==> src/sv/scc_pkg.sv <==
package scc_pkg;

	localparam int DEF_COUNT_WIDTH = 16;

	localparam int SAMPLE_W    = 16;
	localparam int SPEED_W     = 16;
	localparam int DUR_W       = 16;
	localparam int PRESS_CFG_W = 15;
	localparam int THRESH_W    = 14;
	localparam int CFG_IDX_W   = 3;
	localparam int CFG_DATA_W  = 64;

	// speed band edges, strictly-above compares
	localparam logic [SPEED_W-1:0] SPEED_FLOOR = 16'h1400;
	localparam logic [SPEED_W-1:0] EDGE_B9     = 16'h7800;
	localparam logic [SPEED_W-1:0] EDGE_B8     = 16'h6E00;
	localparam logic [SPEED_W-1:0] EDGE_B7     = 16'h6400;
	localparam logic [SPEED_W-1:0] EDGE_B6     = 16'h5A00;
	localparam logic [SPEED_W-1:0] EDGE_B5     = 16'h5000;
	localparam logic [SPEED_W-1:0] EDGE_B4     = 16'h4600;
	localparam logic [SPEED_W-1:0] EDGE_B3     = 16'h3C00;
	localparam logic [SPEED_W-1:0] EDGE_B2     = 16'h3200;
	localparam logic [SPEED_W-1:0] EDGE_B1     = 16'h2800;

	localparam logic [1:0] CUT_BITS = 2'b11;

	// register reset values
	localparam logic [63:0]            RST_HIGH_BANDS = 64'd105554593755693337;
	localparam logic [63:0]            RST_MID_BANDS  = 64'd70088205516079260;
	localparam logic [31:0]            RST_LOW_BANDS  = 32'd8126557;
	localparam logic [PRESS_CFG_W-1:0] RST_MIN_PRESS  = 15'd5;
	localparam logic [PRESS_CFG_W-1:0] RST_REARM      = 15'd500;
	localparam logic                   RST_FUEL_EN    = 1'b1;
	localparam logic                   RST_IGN_EN     = 1'b1;
	localparam logic [THRESH_W-1:0]    RST_THRESHOLD  = 14'd64;

	typedef enum logic [CFG_IDX_W-1:0] {
		REG_HIGH_BANDS = 3'd0,
		REG_MID_BANDS  = 3'd1,
		REG_LOW_BANDS  = 3'd2,
		REG_MIN_PRESS  = 3'd3,
		REG_REARM      = 3'd4,
		REG_FUEL_EN    = 3'd5,
		REG_IGN_EN     = 3'd6,
		REG_THRESHOLD  = 3'd7
	} cfg_idx_t;

	typedef struct packed {
		logic [63:0]            high_bands;
		logic [63:0]            mid_bands;
		logic [31:0]            low_bands;
		logic [PRESS_CFG_W-1:0] min_press;
		logic [PRESS_CFG_W-1:0] rearm;
		logic                   fuel_en;
		logic                   ign_en;
		logic [THRESH_W-1:0]    threshold;
	} cfg_t;

	typedef struct packed {
		logic       cut_active;
		logic [1:0] fuel_cut_mask;
		logic [1:0] ign_cut_mask;
	} res_t;

endpackage

==> src/sv/scc_if.sv <==
interface scc_in_if;
	logic        valid;
	logic        ready;
	logic [15:0] sensor_sample;
	logic [15:0] engine_speed;

	modport source (output valid, output sensor_sample, output engine_speed, input ready);
	modport sink   (input valid, input sensor_sample, input engine_speed, output ready);
endinterface

interface scc_out_if;
	logic       valid;
	logic       ready;
	logic       cut_active;
	logic [1:0] fuel_cut_mask;
	logic [1:0] ign_cut_mask;

	modport source (output valid, output cut_active, output fuel_cut_mask,
		output ign_cut_mask, input ready);
	modport sink   (input valid, input cut_active, input fuel_cut_mask,
		input ign_cut_mask, output ready);
endinterface

interface scc_cfg_if;
	logic        valid;
	logic        ready;
	logic [2:0]  index;
	logic [63:0] data;

	modport source (output valid, output index, output data, input ready);
	modport sink   (input valid, input index, input data, output ready);
endinterface

==> src/sv/scc_cfg_regs.sv <==
module scc_cfg_regs (
	input  logic                                clk,
	input  logic                                arst_n,
	input  logic                                wr_en,
	input  logic [scc_pkg::CFG_IDX_W-1:0]       wr_index,
	input  logic [scc_pkg::CFG_DATA_W-1:0]      wr_data,
	output scc_pkg::cfg_t                       cfg
);

	scc_pkg::cfg_t cfg_q;

	always_ff @(posedge clk or negedge arst_n) begin
		if (!arst_n) begin
			cfg_q.high_bands <= scc_pkg::RST_HIGH_BANDS;
			cfg_q.mid_bands  <= scc_pkg::RST_MID_BANDS;
			cfg_q.low_bands  <= scc_pkg::RST_LOW_BANDS;
			cfg_q.min_press  <= scc_pkg::RST_MIN_PRESS;
			cfg_q.rearm      <= scc_pkg::RST_REARM;
			cfg_q.fuel_en    <= scc_pkg::RST_FUEL_EN;
			cfg_q.ign_en     <= scc_pkg::RST_IGN_EN;
			cfg_q.threshold  <= scc_pkg::RST_THRESHOLD;
		end else if (wr_en) begin
			case (scc_pkg::cfg_idx_t'(wr_index))
				scc_pkg::REG_HIGH_BANDS: cfg_q.high_bands <= wr_data;
				scc_pkg::REG_MID_BANDS:  cfg_q.mid_bands  <= wr_data;
				scc_pkg::REG_LOW_BANDS:  cfg_q.low_bands  <= wr_data[31:0];
				scc_pkg::REG_MIN_PRESS:  cfg_q.min_press  <= wr_data[scc_pkg::PRESS_CFG_W-1:0];
				scc_pkg::REG_REARM:      cfg_q.rearm      <= wr_data[scc_pkg::PRESS_CFG_W-1:0];
				scc_pkg::REG_FUEL_EN:    cfg_q.fuel_en    <= wr_data[0];
				scc_pkg::REG_IGN_EN:     cfg_q.ign_en     <= wr_data[0];
				scc_pkg::REG_THRESHOLD:  cfg_q.threshold  <= wr_data[scc_pkg::THRESH_W-1:0];
				default: ;
			endcase
		end
	end

	assign cfg = cfg_q;

endmodule

==> src/sv/scc_band_sel.sv <==
// Priority select of the cut duration from ten speed bands.
module scc_band_sel (
	input  logic [scc_pkg::SPEED_W-1:0] speed,
	input  scc_pkg::cfg_t               cfg,
	output logic [scc_pkg::DUR_W-1:0]   duration
);

	always_comb begin
		if (speed > scc_pkg::EDGE_B9) begin
			duration = cfg.high_bands[63:48];
		end else if (speed > scc_pkg::EDGE_B8) begin
			duration = cfg.high_bands[47:32];
		end else if (speed > scc_pkg::EDGE_B7) begin
			duration = cfg.high_bands[31:16];
		end else if (speed > scc_pkg::EDGE_B6) begin
			duration = cfg.high_bands[15:0];
		end else if (speed > scc_pkg::EDGE_B5) begin
			duration = cfg.mid_bands[63:48];
		end else if (speed > scc_pkg::EDGE_B4) begin
			duration = cfg.mid_bands[47:32];
		end else if (speed > scc_pkg::EDGE_B3) begin
			duration = cfg.mid_bands[31:16];
		end else if (speed > scc_pkg::EDGE_B2) begin
			duration = cfg.mid_bands[15:0];
		end else if (speed > scc_pkg::EDGE_B1) begin
			duration = cfg.low_bands[31:16];
		end else begin
			duration = cfg.low_bands[15:0];
		end
	end

endmodule

==> src/sv/scc_core.sv <==
// Per-tick state update: switch latch, press count, cut / rearm phase counter.
module scc_core #(
	parameter int COUNT_WIDTH = scc_pkg::DEF_COUNT_WIDTH
) (
	input  logic                         clk,
	input  logic                         arst_n,
	input  logic                         step,
	input  logic [scc_pkg::SAMPLE_W-1:0] sample,
	input  logic [scc_pkg::SPEED_W-1:0]  speed,
	input  scc_pkg::cfg_t                cfg,
	output scc_pkg::res_t                res
);

	// common compare width for counters against 15/16-bit settings
	localparam int CMP_W = (COUNT_WIDTH > scc_pkg::DUR_W) ? COUNT_WIDTH : scc_pkg::DUR_W;

	logic                       started_q, started_d;
	logic                       latched_q, latched_d;
	logic                       cutting_q, cutting_d;
	logic [COUNT_WIDTH-1:0]     phase_q, phase_d;
	logic [COUNT_WIDTH-1:0]     press_q, press_d;
	logic [scc_pkg::DUR_W-1:0]  dur_q, dur_d;
	logic [scc_pkg::DUR_W-1:0]  band_dur;
	logic [CMP_W-1:0]           rearm_w;
	logic [COUNT_WIDTH-1:0]     rearm_load;
	logic                       pressed;

	scc_band_sel u_band_sel (
		.speed    (speed),
		.cfg      (cfg),
		.duration (band_dur)
	);

	assign rearm_w    = CMP_W'(cfg.rearm);
	assign rearm_load = rearm_w[COUNT_WIDTH-1:0];
	assign pressed    = (sample[scc_pkg::SAMPLE_W-1:2] <= cfg.threshold);

	always_comb begin
		started_d = started_q;
		latched_d = latched_q;
		cutting_d = cutting_q;
		phase_d   = phase_q;
		press_d   = press_q;
		dur_d     = dur_q;

		// first tick after reset
		if (!started_q) begin
			cutting_d = 1'b0;
			latched_d = 1'b0;
			press_d   = '0;
			phase_d   = rearm_load;
			started_d = 1'b1;
		end

		if (pressed) begin
			if (speed > scc_pkg::SPEED_FLOOR) begin
				latched_d = 1'b1;
				dur_d     = band_dur;
			end
		end else begin
			latched_d = 1'b0;
		end

		if (cutting_d) begin
			phase_d = phase_d + COUNT_WIDTH'(1);
			if (CMP_W'(phase_d) >= CMP_W'(dur_d)) begin
				cutting_d = 1'b0;
				phase_d   = rearm_load;
			end
		end else if (phase_d != '0) begin
			// rearm countdown only on released ticks
			if (!latched_d) begin
				phase_d = phase_d - COUNT_WIDTH'(1);
			end
		end else if (latched_d) begin
			press_d = press_d + COUNT_WIDTH'(1);
			if (CMP_W'(press_d) >= CMP_W'(cfg.min_press)) begin
				cutting_d = 1'b1;
				phase_d   = '0;
			end
		end else begin
			press_d = '0;
		end
	end

	always_comb begin
		res.cut_active    = cutting_d;
		res.fuel_cut_mask = (cutting_d && cfg.fuel_en) ? scc_pkg::CUT_BITS : 2'b00;
		res.ign_cut_mask  = (cutting_d && cfg.ign_en)  ? scc_pkg::CUT_BITS : 2'b00;
	end

	always_ff @(posedge clk or negedge arst_n) begin
		if (!arst_n) begin
			started_q <= 1'b0;
			latched_q <= 1'b0;
			cutting_q <= 1'b0;
			phase_q   <= '0;
			press_q   <= '0;
			dur_q     <= '0;
		end else if (step) begin
			started_q <= started_d;
			latched_q <= latched_d;
			cutting_q <= cutting_d;
			phase_q   <= phase_d;
			press_q   <= press_d;
			dur_q     <= dur_d;
		end
	end

endmodule

==> src/sv/shift_cut_controller_unit.sv <==
// Shift cut controller. Each item on sample_ch is one fuel-loop tick (sensor sample
// and engine speed); for every item exactly one result item leaves on result_ch
// with the cut flag and the fuel / ignition cut masks, in order. An item is
// registered on entry, the whole tick update (press test, band pick, press and
// phase counters) runs combinationally against the controller state, and the result
// lands in an output register. Throughput is one item per clock unless result_ch
// stalls. The output register decouples the two sides, so a new item is taken while
// a finished result still waits, and sample_ch.ready only drops when both stages
// hold items and result_ch is stalled. Configuration writes on cfg_ch are always
// accepted and take effect at once; write them only while no item is in flight.
// COUNT_WIDTH sets the width of the press and phase counters, which wrap at that
// width.
module shift_cut_controller_unit #(
	parameter int COUNT_WIDTH = scc_pkg::DEF_COUNT_WIDTH
) (
	input  logic         clk,
	input  logic         arst_n,
	scc_in_if.sink       sample_ch,
	scc_out_if.source    result_ch,
	scc_cfg_if.sink      cfg_ch
);

	scc_pkg::cfg_t cfg;
	scc_pkg::res_t res_next;

	// input stage
	logic                         valid_s1;
	logic [scc_pkg::SAMPLE_W-1:0] sample_s1;
	logic [scc_pkg::SPEED_W-1:0]  speed_s1;

	// result stage
	logic          valid_s2;
	scc_pkg::res_t res_s2;

	logic advance;

	// config regs: no backpressure
	assign cfg_ch.ready = 1'b1;

	scc_cfg_regs u_cfg_regs (
		.clk      (clk),
		.arst_n   (arst_n),
		.wr_en    (cfg_ch.valid),
		.wr_index (cfg_ch.index),
		.wr_data  (cfg_ch.data),
		.cfg      (cfg)
	);

	// item in s1 moves on when the result slot is free or being drained
	assign advance         = valid_s1 && (!valid_s2 || result_ch.ready);
	assign sample_ch.ready = !valid_s1 || advance;

	always_ff @(posedge clk or negedge arst_n) begin
		if (!arst_n) begin
			valid_s1 <= 1'b0;
		end else if (sample_ch.ready) begin
			valid_s1 <= sample_ch.valid;
		end
	end

	always_ff @(posedge clk) begin
		if (sample_ch.valid && sample_ch.ready) begin
			sample_s1 <= sample_ch.sensor_sample;
			speed_s1  <= sample_ch.engine_speed;
		end
	end

	// controller state steps once per item, as it leaves s1
	scc_core #(
		.COUNT_WIDTH (COUNT_WIDTH)
	) u_core (
		.clk    (clk),
		.arst_n (arst_n),
		.step   (advance),
		.sample (sample_s1),
		.speed  (speed_s1),
		.cfg    (cfg),
		.res    (res_next)
	);

	always_ff @(posedge clk or negedge arst_n) begin
		if (!arst_n) begin
			valid_s2 <= 1'b0;
		end else if (advance) begin
			valid_s2 <= 1'b1;
		end else if (result_ch.ready) begin
			valid_s2 <= 1'b0;
		end
	end

	always_ff @(posedge clk) begin
		if (advance) begin
			res_s2 <= res_next;
		end
	end

	assign result_ch.valid         = valid_s2;
	assign result_ch.cut_active    = res_s2.cut_active;
	assign result_ch.fuel_cut_mask = res_s2.fuel_cut_mask;
	assign result_ch.ign_cut_mask  = res_s2.ign_cut_mask;

endmodule

==> src/flat_wrapper.sv <==
// flat-port wrapper written by rule: the top's interface ports become plain ports
module shift_cut_controller_unit_flat 
#(
	parameter int COUNT_WIDTH = scc_pkg::DEF_COUNT_WIDTH
)
  (clk, arst_n, sample_ch_valid, sample_ch_sensor_sample, sample_ch_engine_speed, sample_ch_ready, result_ch_valid, result_ch_cut_active, result_ch_fuel_cut_mask, result_ch_ign_cut_mask, result_ch_ready, cfg_ch_valid, cfg_ch_index, cfg_ch_data, cfg_ch_ready);
  scc_in_if sample_ch_i ();
  scc_out_if result_ch_i ();
  scc_cfg_if cfg_ch_i ();
  input  logic clk;
  input  logic arst_n;
  input wire logic [$bits(sample_ch_i.valid)-1:0] sample_ch_valid;
  input wire logic [$bits(sample_ch_i.sensor_sample)-1:0] sample_ch_sensor_sample;
  input wire logic [$bits(sample_ch_i.engine_speed)-1:0] sample_ch_engine_speed;
  output wire logic [$bits(sample_ch_i.ready)-1:0] sample_ch_ready;
  output wire logic [$bits(result_ch_i.valid)-1:0] result_ch_valid;
  output wire logic [$bits(result_ch_i.cut_active)-1:0] result_ch_cut_active;
  output wire logic [$bits(result_ch_i.fuel_cut_mask)-1:0] result_ch_fuel_cut_mask;
  output wire logic [$bits(result_ch_i.ign_cut_mask)-1:0] result_ch_ign_cut_mask;
  input wire logic [$bits(result_ch_i.ready)-1:0] result_ch_ready;
  input wire logic [$bits(cfg_ch_i.valid)-1:0] cfg_ch_valid;
  input wire logic [$bits(cfg_ch_i.index)-1:0] cfg_ch_index;
  input wire logic [$bits(cfg_ch_i.data)-1:0] cfg_ch_data;
  output wire logic [$bits(cfg_ch_i.ready)-1:0] cfg_ch_ready;
  assign sample_ch_i.valid = sample_ch_valid;
  assign sample_ch_i.sensor_sample = sample_ch_sensor_sample;
  assign sample_ch_i.engine_speed = sample_ch_engine_speed;
  assign sample_ch_ready = sample_ch_i.ready;
  assign result_ch_valid = result_ch_i.valid;
  assign result_ch_cut_active = result_ch_i.cut_active;
  assign result_ch_fuel_cut_mask = result_ch_i.fuel_cut_mask;
  assign result_ch_ign_cut_mask = result_ch_i.ign_cut_mask;
  assign result_ch_i.ready = result_ch_ready;
  assign cfg_ch_i.valid = cfg_ch_valid;
  assign cfg_ch_i.index = cfg_ch_index;
  assign cfg_ch_i.data = cfg_ch_data;
  assign cfg_ch_ready = cfg_ch_i.ready;
  shift_cut_controller_unit #(.COUNT_WIDTH(COUNT_WIDTH)) u_core (.clk(clk), .arst_n(arst_n), .sample_ch(sample_ch_i), .result_ch(result_ch_i), .cfg_ch(cfg_ch_i));
endmodule
==> config.mk <==
export PLATFORM = sky130hd
export DESIGN_NAME = shift_cut_controller_unit_flat
export DESIGN_NICKNAME = d
export VERILOG_FILES = /design/src/sv/scc_pkg.sv /design/src/sv/scc_if.sv /design/src/sv/scc_cfg_regs.sv /design/src/sv/scc_band_sel.sv /design/src/sv/scc_core.sv /design/src/sv/shift_cut_controller_unit.sv /design/src/flat_wrapper.sv
export SDC_FILE = /design/constraint.sdc
export NUM_CORES = 1
export LEC_CHECK = 0
export ABC_AREA = 0
export BUFFER_PORTS_ARGS = -buffer_cell sky130_fd_sc_hd__buf_2
export CAP_MARGIN = 40
export CORE_MARGIN = 2
export CORE_UTILIZATION = 55
export DETAILED_ROUTE_END_ITERATION = 8
export PLACE_DENSITY = 0.76
export RECOVER_POWER = 100
export SYNTH_ARGS = -nofsm -noshare
export SYNTH_HDL_FRONTEND = slang
export SYNTH_SLANG_ARGS = --single-unit
==> constraint.sdc <==
create_clock -name clk -period 6.02 [get_ports clk]
set_input_delay 0.301 -clock clk [delete_from_list [all_inputs] [get_ports clk]]
set_output_delay 0.301 -clock clk [all_outputs]
set_load 0.02 [all_outputs]
== Word level (Yosys, flattened, before mapping) ==
Cells that the tools add are included.
Word-level totals
  bits in registers: 296
  input bits: 104
  output and inout bits: 8
Operators by class
  add/subtract/negate cells: 3
  $lt $le $gt $ge: 13
  equal/unequal tests: 7
  multiplexer cells: 35
  reductions and logical operators: 19
Operators with widths (number)
  16-bit two-way mux: 22
  16-bit by 15-bit greater-than comparator with 1-bit output (second input constant): 6
  16-bit by 14-bit greater-than comparator with 1-bit output (second input constant): 3
  16-bit by 1-bit adder with 16-bit output (second input constant): 2
  16-bit by 15-bit >= comparator with 1-bit output: 1
  16-bit >= comparator: 1
  16-bit by 13-bit greater-than comparator with 1-bit output (second input constant): 1
  2-bit AND reduction: 8
  16-bit nonzero test: 1
  16-bit by 1-bit subtractor with 16-bit output (second input constant): 1
  14-bit <= comparator: 1
  3-bit equality test (second input constant): 4
  1-bit two-way mux: 11
  3-bit by 2-bit equality test with 1-bit output (second input constant): 2
  1-bit logical AND: 4
  2-bit two-way mux: 2
  3-bit by 1-bit equality test with 1-bit output (second input constant): 1
  3-bit zero test: 1
  1-bit zero test: 2
  1-bit logical OR: 2
  2-bit nonzero test: 1

== Depth between registers and ports, before layout ==
Gate-level depths: netlist of run 1.
  depth in word-level cells: 17
  depth in mapped cells: 22
  depth with buffers taken out: 17

== Hierarchy ==
Synthesis of run 1 repeated with hierarchy kept, for this count alone.
Unflattened totals
  cell total of the unflattened synthesis: 1318
  area total of the unflattened synthesis: 16394.5 sq um
By module, submodules not included
  scc_cfg_regs: instances 1, cells each 442, area an instance 8271.7 sq um, sequential area each 5231.3 sq um
  scc_core: instances 1, cells each 556, area an instance 4976.0 sq um, sequential area each 1276.2 sq um
  scc_band_sel: instances 1, cells each 273, area an instance 1920.6 sq um, sequential area each 0.0 sq um
  shift_cut_controller_unit: instances 1, cells each 47, area an instance 1226.2 sq um, sequential area each 1161.1 sq um

== Least setup slack after synthesis of run 1 ==
No wires, ideal clock.
  kind: reg-to-reg
  start point: reg u_core.u_cfg_regs.cfg_q (netlist bit u_core.u_cfg_regs.cfg[6])
  end point: reg u_core.u_core.phase_q[13]
  setup time: 0.136 ns
  arrival: 4.778 ns
  data required time: 5.884 ns
  setup slack: 1.107 ns
  stages on the path, launching flop included: 20
  buffers on the path: 4
  period minus slack after synthesis: 4.913 ns
  cells stage by stage: dfstp_2 -> inv_1 -> ha_1 -> nand4_1 -> or4_1 -> o21ai_0 -> o31a_1 -> clkbuf_1 -> clkbuf_1 -> mux2i_1 -> ha_1 -> a41o_1 -> a221o_1 -> a31oi_1 -> or2_2 -> buf_2 -> buf_1 -> mux2i_1 -> a2bb2oi_1 -> o21ai_0
On the way
  word-level cells in the longest chain between the ends: 5
  elaborated cells between the ends (all ways): 9
Ends and longest elaborated chain
  start: declaration: line scc_cfg_regs.sv:10  | scc_pkg::cfg_t cfg_q;
  14-bit <= comparator *: line scc_core.sv:36  | assign pressed = (sample[scc_pkg::SAMPLE_W-1:2] <= cfg.threshold);
  16-bit two-way mux / 1-bit two-way mux (equally long branches): line scc_core.sv:55  | if (pressed) begin
  16-bit >= comparator (tied with other cells): line scc_core.sv:66  | if (CMP_W'(phase_d) >= CMP_W'(dur_d)) begin
  16-bit two-way mux, on equally long branches: line scc_core.sv:66, scc_core.sv:70
  16-bit two-way mux *: line scc_core.sv:64  | if (cutting_d) begin
  end signal: assignment: line scc_core.sv:104  | phase_q <= phase_d;
  end: declaration: line scc_core.sv:20  | logic [COUNT_WIDTH-1:0] phase_q, phase_d;
Mark *: on every way between the ends. The rest lies on a longest branch, timed or not.
A chain may end at the register's enable or synchronous reset.

== Worst setup path in the final report of run 1 ==
  start point: reg u_core.u_cfg_regs.cfg_q (netlist bit u_core.u_cfg_regs.cfg[13])
  end point: reg u_core.u_core.phase_q[0]
On the way
  word-level cells in the longest chain between the ends: 5
  elaborated cells between the ends (all ways): 9
Ends and longest elaborated chain
  14-bit <= comparator: line scc_core.sv:36
  16-bit two-way mux: line scc_core.sv:55
  net u_core.u_core.dur_d, one bit: line scc_core.sv:22  | logic [scc_pkg::DUR_W-1:0] dur_q, dur_d;
  16-bit >= comparator: line scc_core.sv:66
  16-bit two-way mux: line scc_core.sv:66
  16-bit two-way mux: line scc_core.sv:64
The timed path passes the listed nets, and every way through them passes these cells.

==> results of run 1 <==
-- synthesized netlist by cell type, types with 19 or more instances --
master     count  area (um^2)
clkbuf_1      57          214
edfxtp_1      33          991
inv_1         36          135
nor3_1        35          175
a211oi_1      19          143
o21ai_0       55          275
nand2_1       61          229
dfrtp_1      198         4950
xnor2_1       19          166
mux2_2       227         2560
dfstp_2       61         1600
nor2_1        50          188
a21oi_1       36          180
ha_1          48          601
a2bb2oi_1     24          210
mux2i_1       50          500
-- layer usage --
layer / track usage / wire, um / vias to the layer above
met1: 0.351 / 16000 / 5613
met5: 0 / 0 / -
li1: - / - / 5020
met4: 0.122 / 1880 / 0
met3: 0.0345 / 2130 / 101
met2: 0.477 / 19500 / 404
-- report_power, final --
group	switching (mW)	internal [mW]
Sequential	0.281	2.49
Combinational	0.917	0.871
Clock	0.807	1.34
-- cell families (layout without fill, tap and decap cells) --
group | Yosys count | count (layout) | synth area share
buf+inv | 110 | 296 | 0.0299
flops | 292 | 292 | 0.501
other cells | 1 | 2 | 0.000249
fa+ha+maj | 48 | 48 | 0.0398
mux | 281 | 281 | 0.206
simple gates | 257 | 257 | 0.0884
xor+xnor | 32 | 32 | 0.0186
compound gates | 244 | 244 | 0.116
-- cell type report --
type	instances	share of cell area
Antenna cell	1	0.000140
Clock buffer	43	0.0524
Clock inverter	13	0.0138
Inverter	38	0.00800
Multi-Input combinational cell	863	0.400
Sequential cell	292	0.424
Tap cell	341	0.0239
Timing Repair Buffer	202	0.0779
-- path summary, 6_finish.rpt --
check | endpoint | slack, ps | depth (start not counted)
max | u_core.u_core.phase_q[0]$_DFFE_PN0P_ | 420 | 18
min | u_core.u_cfg_regs.cfg[105]$_DFFE_PN0P_ | 10 | 2
max reg2reg | u_core.u_core.phase_q[0]$_DFFE_PN0P_ | 420 | 18
min reg2reg | u_core.u_core.latched_q$_DFFE_PN0P_ | 490 | 2
max in group asynchronous | u_core.u_core.dur_q[1]$_DFFE_PN0P_ | 1210 | 3
min in group asynchronous | u_core.u_core.press_q[1]$_DFFE_PN0P_ | 1700 | 2
-- stage by stage --
step,util,area (um^2)
after floorplan,-,15100
after global placement,0.595,16000
after detailed placement,0.597,16100
after CTS,0.665,17900
after global routing,0.661,17800
final,0.661,17800
-- state kept, by name, summed over array words and instances, names as in the netlist, 14 cells and up --
register / count
u_core.u_cfg_regs.cfg: 206
u_core.sample_s1: 14
u_core.speed_s1: 16
u_core.u_core.phase_q: 16
u_core.u_core.dur_q: 16
u_core.u_core.press_q: 16
-- critical path, cell delays in order, from the launching register on --
cell,delay [ps]
dfrtp_1,360
inv_1,50
ha_1,330
a211oi_1,240
o21ai_0,180
a2111oi_0,560
o31a_1,670
clkbuf_1,560
mux2_2,410
ha_1,290
nand2b_1,160
a31oi_1,170
o21ai_0,130
a31oi_1,220
or2_2,320
buf_4,270
nor2_1,70
a222oi_1,340
o21ai_0,120
-- timing repair --
| item | CTS | global route |
|---|---|---|
| hold buffers | 66 | 0 |
| endpoints found under the setup margin | 0 | 1 |
| hold endpoints to repair | 157 | 0 |
| gates resized for setup | 0 | 0 |
==> results.md, run 1 <==
* Outcome: finished, violations left
* Violated checks: max-capacitance violations, max-slew violations
* Data required time of the worst path at 6450 ps
* Worst Setup End Kind: flip-flop
* Worst-path fanout max at 12
* Placed cell count at 1,670
* Final #Nets at 1,579
* Slew headroom at -1.69
* CTS root buf: clkbuf_16
* Power Density at 376 nW/um^2
* Drt total wl at 39,500 um
* Final min period at 5600 ps
* Num CTS Buffers at 30
* Worst reg2reg path startpoint: u_core.u_cfg_regs.cfg[13]$_DFFE_PN0P_
* Worst hold margin at 13.8 ps
* Via count of the first global-routing pass at 11,300
* Leak pwr at 7.59 nW
* Max-slew violation count at 435
* Clk sinks at 292
* Total die area at 28,800 um^2
* RSZ-0062 raised after global routing: no
* Pin count of the biggest net entering global routing at 189
* Share of cells above drive strength 1 at 0.329
* Via density at 6.21
* Crit path from: u_core.u_cfg_regs.cfg[13]$_DFFE_PN0P_
* Row cnt at 60
* Worst setup margin at 423 ps
* Area grow syn2layout at 18.2%
* Setup Buffers After CTS at 0
* Critical path class: flip-flop to flip-flop
* Initial antenna violation count at 0
* Final Skew at 32.9 ps
* Overall power at 6.70 mW
* Most common cell after layout, fill and taps aside: mux2_2
* Syn Area/Cell at 11.9 um^2
* F_max at 0.179 GHz
* TNS Setup at 0 ps
* Startpoint types: flip-flop
* Cell variety after synth at 79
* Die H at 170 um
* Global-route wire length before repair at 62,100 um
* #FFs+latches synth at 292
* Die W at 170 um
* Post-synthesis cell count at 1,265
* Non-filler instance count after layout at 1,793
* H-tree depth at 1
* Latest clock arrival within the worst-skew pair at 580 ps
* Synthesis warning total at 0
* Period utilisation layout at 0.930
* Mapped cell area at 15,100 um^2
* Layout fillers at 1,939
* Worst Tran Pin Value at 4030 ps
* DRC at 0
* Post-synthesis sequential area ratio at 0.501
* VDD IR max at 0.240 mV
* Register area at 7550 um^2
* Starting Density at 0.559
* 1st-pass router iterations at 5
* Routed Antenna Nets at 0
* FFs w/ async S/R, synth at 0.887
* Port bufs at 108
* DP Worst Slack at 557 ps
* Worst hold start: cfg_ch_data[27]
* Area of the multi-input gates at 7130 um^2
* Number of synthesized flops with an enable pin at 33
* Tot GR Track Use at 0.277
* Drt initial violations at 691
* Hpwl dp at 25,500 um
* CTS tree: yes
* Most common flop cell mapped by yosys: dfrtp_1
* Arrival time of the worst setup path at 6030 ps
* Worst min-delay path class: input pin to flip-flop
* CTS Buffer Depth at 3
* GPL Wtd Cong at 0.898
* # IOs at 112
* Final setup fails at 0
* MaxCap Viol Count at 6
* Fin. Hold Viols at 0
* Routed len/inst at 22.0 um
* Mapped Nets at 1,417
* Via count at 11,100
* Clk slew on worst S/H paths at 70 ps
* GR Overflow Total at 0
* Most frequent cells in the layout: mux2_2 (227), dfrtp_1 (198), buf_2 (97)
* Core area at 27,000 um^2
Note: power is estimated with default switching activity, not from simulation.
==> run 2: changes to the inputs <==
- clock period: 6.02 -> 6.25 ns (I/O delays scaled with it)
==> run 2 against run 1 <==
The run still ends with max-capacitance violations, max-slew violations left; largest cell class unchanged; total power fell by 6.8%; clock skew fell by 15 ps; hold slack better by 9.5 ps; die area unchanged.
==> results.md, run 2 (synthesized netlist as in run 1, its figures left out) <==
* Outcome: finished, violations left
* Violated checks: max-capacitance violations, max-slew violations
* DRC at 0
* Worst setup margin at 473 ps
* Cts repair resizes at 0
* TNS Setup at 0 ps
* Drt total wl at 39,100 um
* Num CTS Buffers at 31
* Clk slew on worst S/H paths at 60 ps
* Drt initial violations at 770
* Global-route wire length before repair at 60,800 um
* Port bufs at 108
* Die W at 170 um
* Logic pwr share at 0.273
* Non-filler instance count after layout at 1,789
* Crit-path max cell delay at 700 ps
* Fin. Hold Viols at 0
* Fin util at 0.654
* WHS Endpoint: u_core.u_cfg_regs.cfg[157]$_DFFE_PN0P_
* Max-slew violation count at 360
* Clk sinks at 292
* Reg2Reg Depth at 18
* CTS tree: yes
* Hpwl dp at 25,400 um
* VDD IR max at 0.278 mV
* Final #Nets at 1,574
* Die H at 170 um
* Final min period at 5780 ps
* Row cnt at 60
* GR Overflow Total at 0
* Leak pwr at 7.52 nW
* DP Worst Slack at 673 ps
* Power Density at 354 nW/um^2
* Startpoint types: flip-flop
* CTS root buf: clkbuf_16
* Worst min-delay path class: input pin to flip-flop
* Overall power at 6.25 mW
* CTS Buffer Depth at 3
* Core area at 27,000 um^2
* Internal power at 4.35 mW
* Cell family with most CP delay: compound AO/OA/AOI/OAI gates
* Slew headroom at -1.73
* Worst-path fanout max at 17
* Clock power frac at 0.301
* Post-CTS Hold Fix Bufs at 62
* Tot GR Track Use at 0.273
* Most common cell after layout, fill and taps aside: mux2_2
* RSZ-0062 raised after global routing: no
* # IOs at 112
* GPL Wtd Cong at 0.883
* 1st-pass router iterations at 5
* Total die area at 28,800 um^2
* Number of cells on the worst hold path at 2
* Post-DP Area at 16,100 um^2
* Post-route cell area at 17,600 um^2
* Critical path class: flip-flop to flip-flop
* Worst Tran Pin Value at 4090 ps
* Worst hold margin at 23.4 ps
* Worst Setup End Kind: flip-flop
* Via count of the first global-routing pass at 11,200
* Via count at 11,100
* MaxCap Viol Count at 5
* Area grow syn2layout at 17.0%
* Routed len/inst at 21.9 um
* F_max at 0.173 GHz
* Most frequent cells in the layout: mux2_2 (225), dfrtp_1 (198), buf_2 (97)
* Setup Buffers After CTS at 0
* Data required time of the worst path at 6640 ps
* Initial antenna violation count at 2
* Reg2reg end: u_core.u_core.phase_q[13]$_DFFE_PN0P_
* Sw power at 1.90 mW
* Final setup fails at 0
* Starting Density at 0.559
* Bufs and invs on worst path at 2
* Routed Antenna Nets at 0
* Worst reg-to-reg setup slack at 470 ps
* Worst hold start: cfg_ch_data[15]
* Sequential power share at 0.426
* Share of cells above drive strength 1 at 0.326
* Final Skew at 17.7 ps
* Pin count of the biggest net entering global routing at 170
* Arrival time of the worst setup path at 6170 ps
* Period utilisation layout at 0.924
* Critical path's slowest cell: o31ai_4
* H-tree depth at 1
* Via density at 6.22
* Levels on crit path at 18
* Critical path, cell by cell: nor4_2 -> nand3_1 -> o31ai_4 -> buf_4 -> nor2_1 -> a211oi_1 -> a221oi_1 -> a21oi_1 -> mux2i_1 -> ha_1 -> or3_1 -> a221o_1 -> a31oi_1 -> or2_2 -> buf_4 -> mux2i_1 -> a2bb2oi_1 -> o21ai_0
* Latest clock arrival within the worst-skew pair at 570 ps
* Max FFs per register at 206
* Placed cell count at 1,668
* Worst reg2reg path startpoint: u_core.speed_s1[5]$_DFFE_PP_
* Layout fillers at 2,026
* Switching Fraction at 0.304
-- run 2: changes by cell type in the layout (fill, tap and decap cells not counted), sizes merged --
cell / delta
clkbuf: +6
bufinv: -4
dlygate4sd3: -4
clkinvlp: -2
clkinv: +2
inv: +1
buf: -3
-- run 2: worst max-delay path by stage --
stage | endpoint | slack, ps | startpoint
global route | u_core.u_core.phase_q[10]$_DFFE_PN0P_ | 120 | u_core.speed_s1[5]$_DFFE_PP_
detailed placement | u_core.u_core.phase_q[3]$_DFFE_PN0P_ | 670 | u_core.speed_s1[5]$_DFFE_PP_
CTS | u_core.u_core.phase_q[3]$_DFFE_PN0P_ | 680 | u_core.speed_s1[5]$_DFFE_PP_
global placement | u_core.u_core.phase_q[11]$_DFFE_PN0P_ | 800 | u_core.speed_s1[5]$_DFFE_PP_
finish | u_core.u_core.phase_q[13]$_DFFE_PN0P_ | 470 | u_core.speed_s1[5]$_DFFE_PP_
floorplan | u_core.u_core.phase_q[13]$_DFFE_PN0P_ | 1340 | u_core.u_cfg_regs.cfg[6]$_DFFE_PN1P_
-- run 2: metal layers --
metal  global-route usage  part of all wire  vias up
li1                     -                 -     5029
met1                0.349              0.41     5626
met2                0.464              0.49      367
met3               0.0448             0.055       96
met4                0.111             0.045        2
met5                    0           0.00028        -
-- run 2: area by class of cell --
type / instances / area (um^2) / share of cell area
flip-flops and latches: 292 / 7550 / 0.428
well taps: 341 / 427 / 0.0242
inverters: 38 / 143 / 0.00809
repair buffers: 196 / 1320 / 0.0749
multi-input cells: 863 / 7130 / 0.404
diodes: 1 / 2.50 / 0.000142
clock buffers: 48 / 942 / 0.0534
clock inverters: 10 / 119 / 0.00674
-- run 2: power groups by stage --
| stage | Sequential [mW] | Clock, mW | Combinational [mW] |
|---|---|---|---|
| 2_1_floorplan | 2.59 | 0 | 1.25 |
| 3_3_place_gp | 2.66 | 0 | 1.59 |
| 3_5_place_dp | 2.68 | 0 | 1.65 |
| 4_1_cts | 2.65 | 1.90 | 1.70 |
| 5_1_grt | 2.71 | 1.97 | 1.86 |
| 6_report | 2.66 | 1.88 | 1.71 |
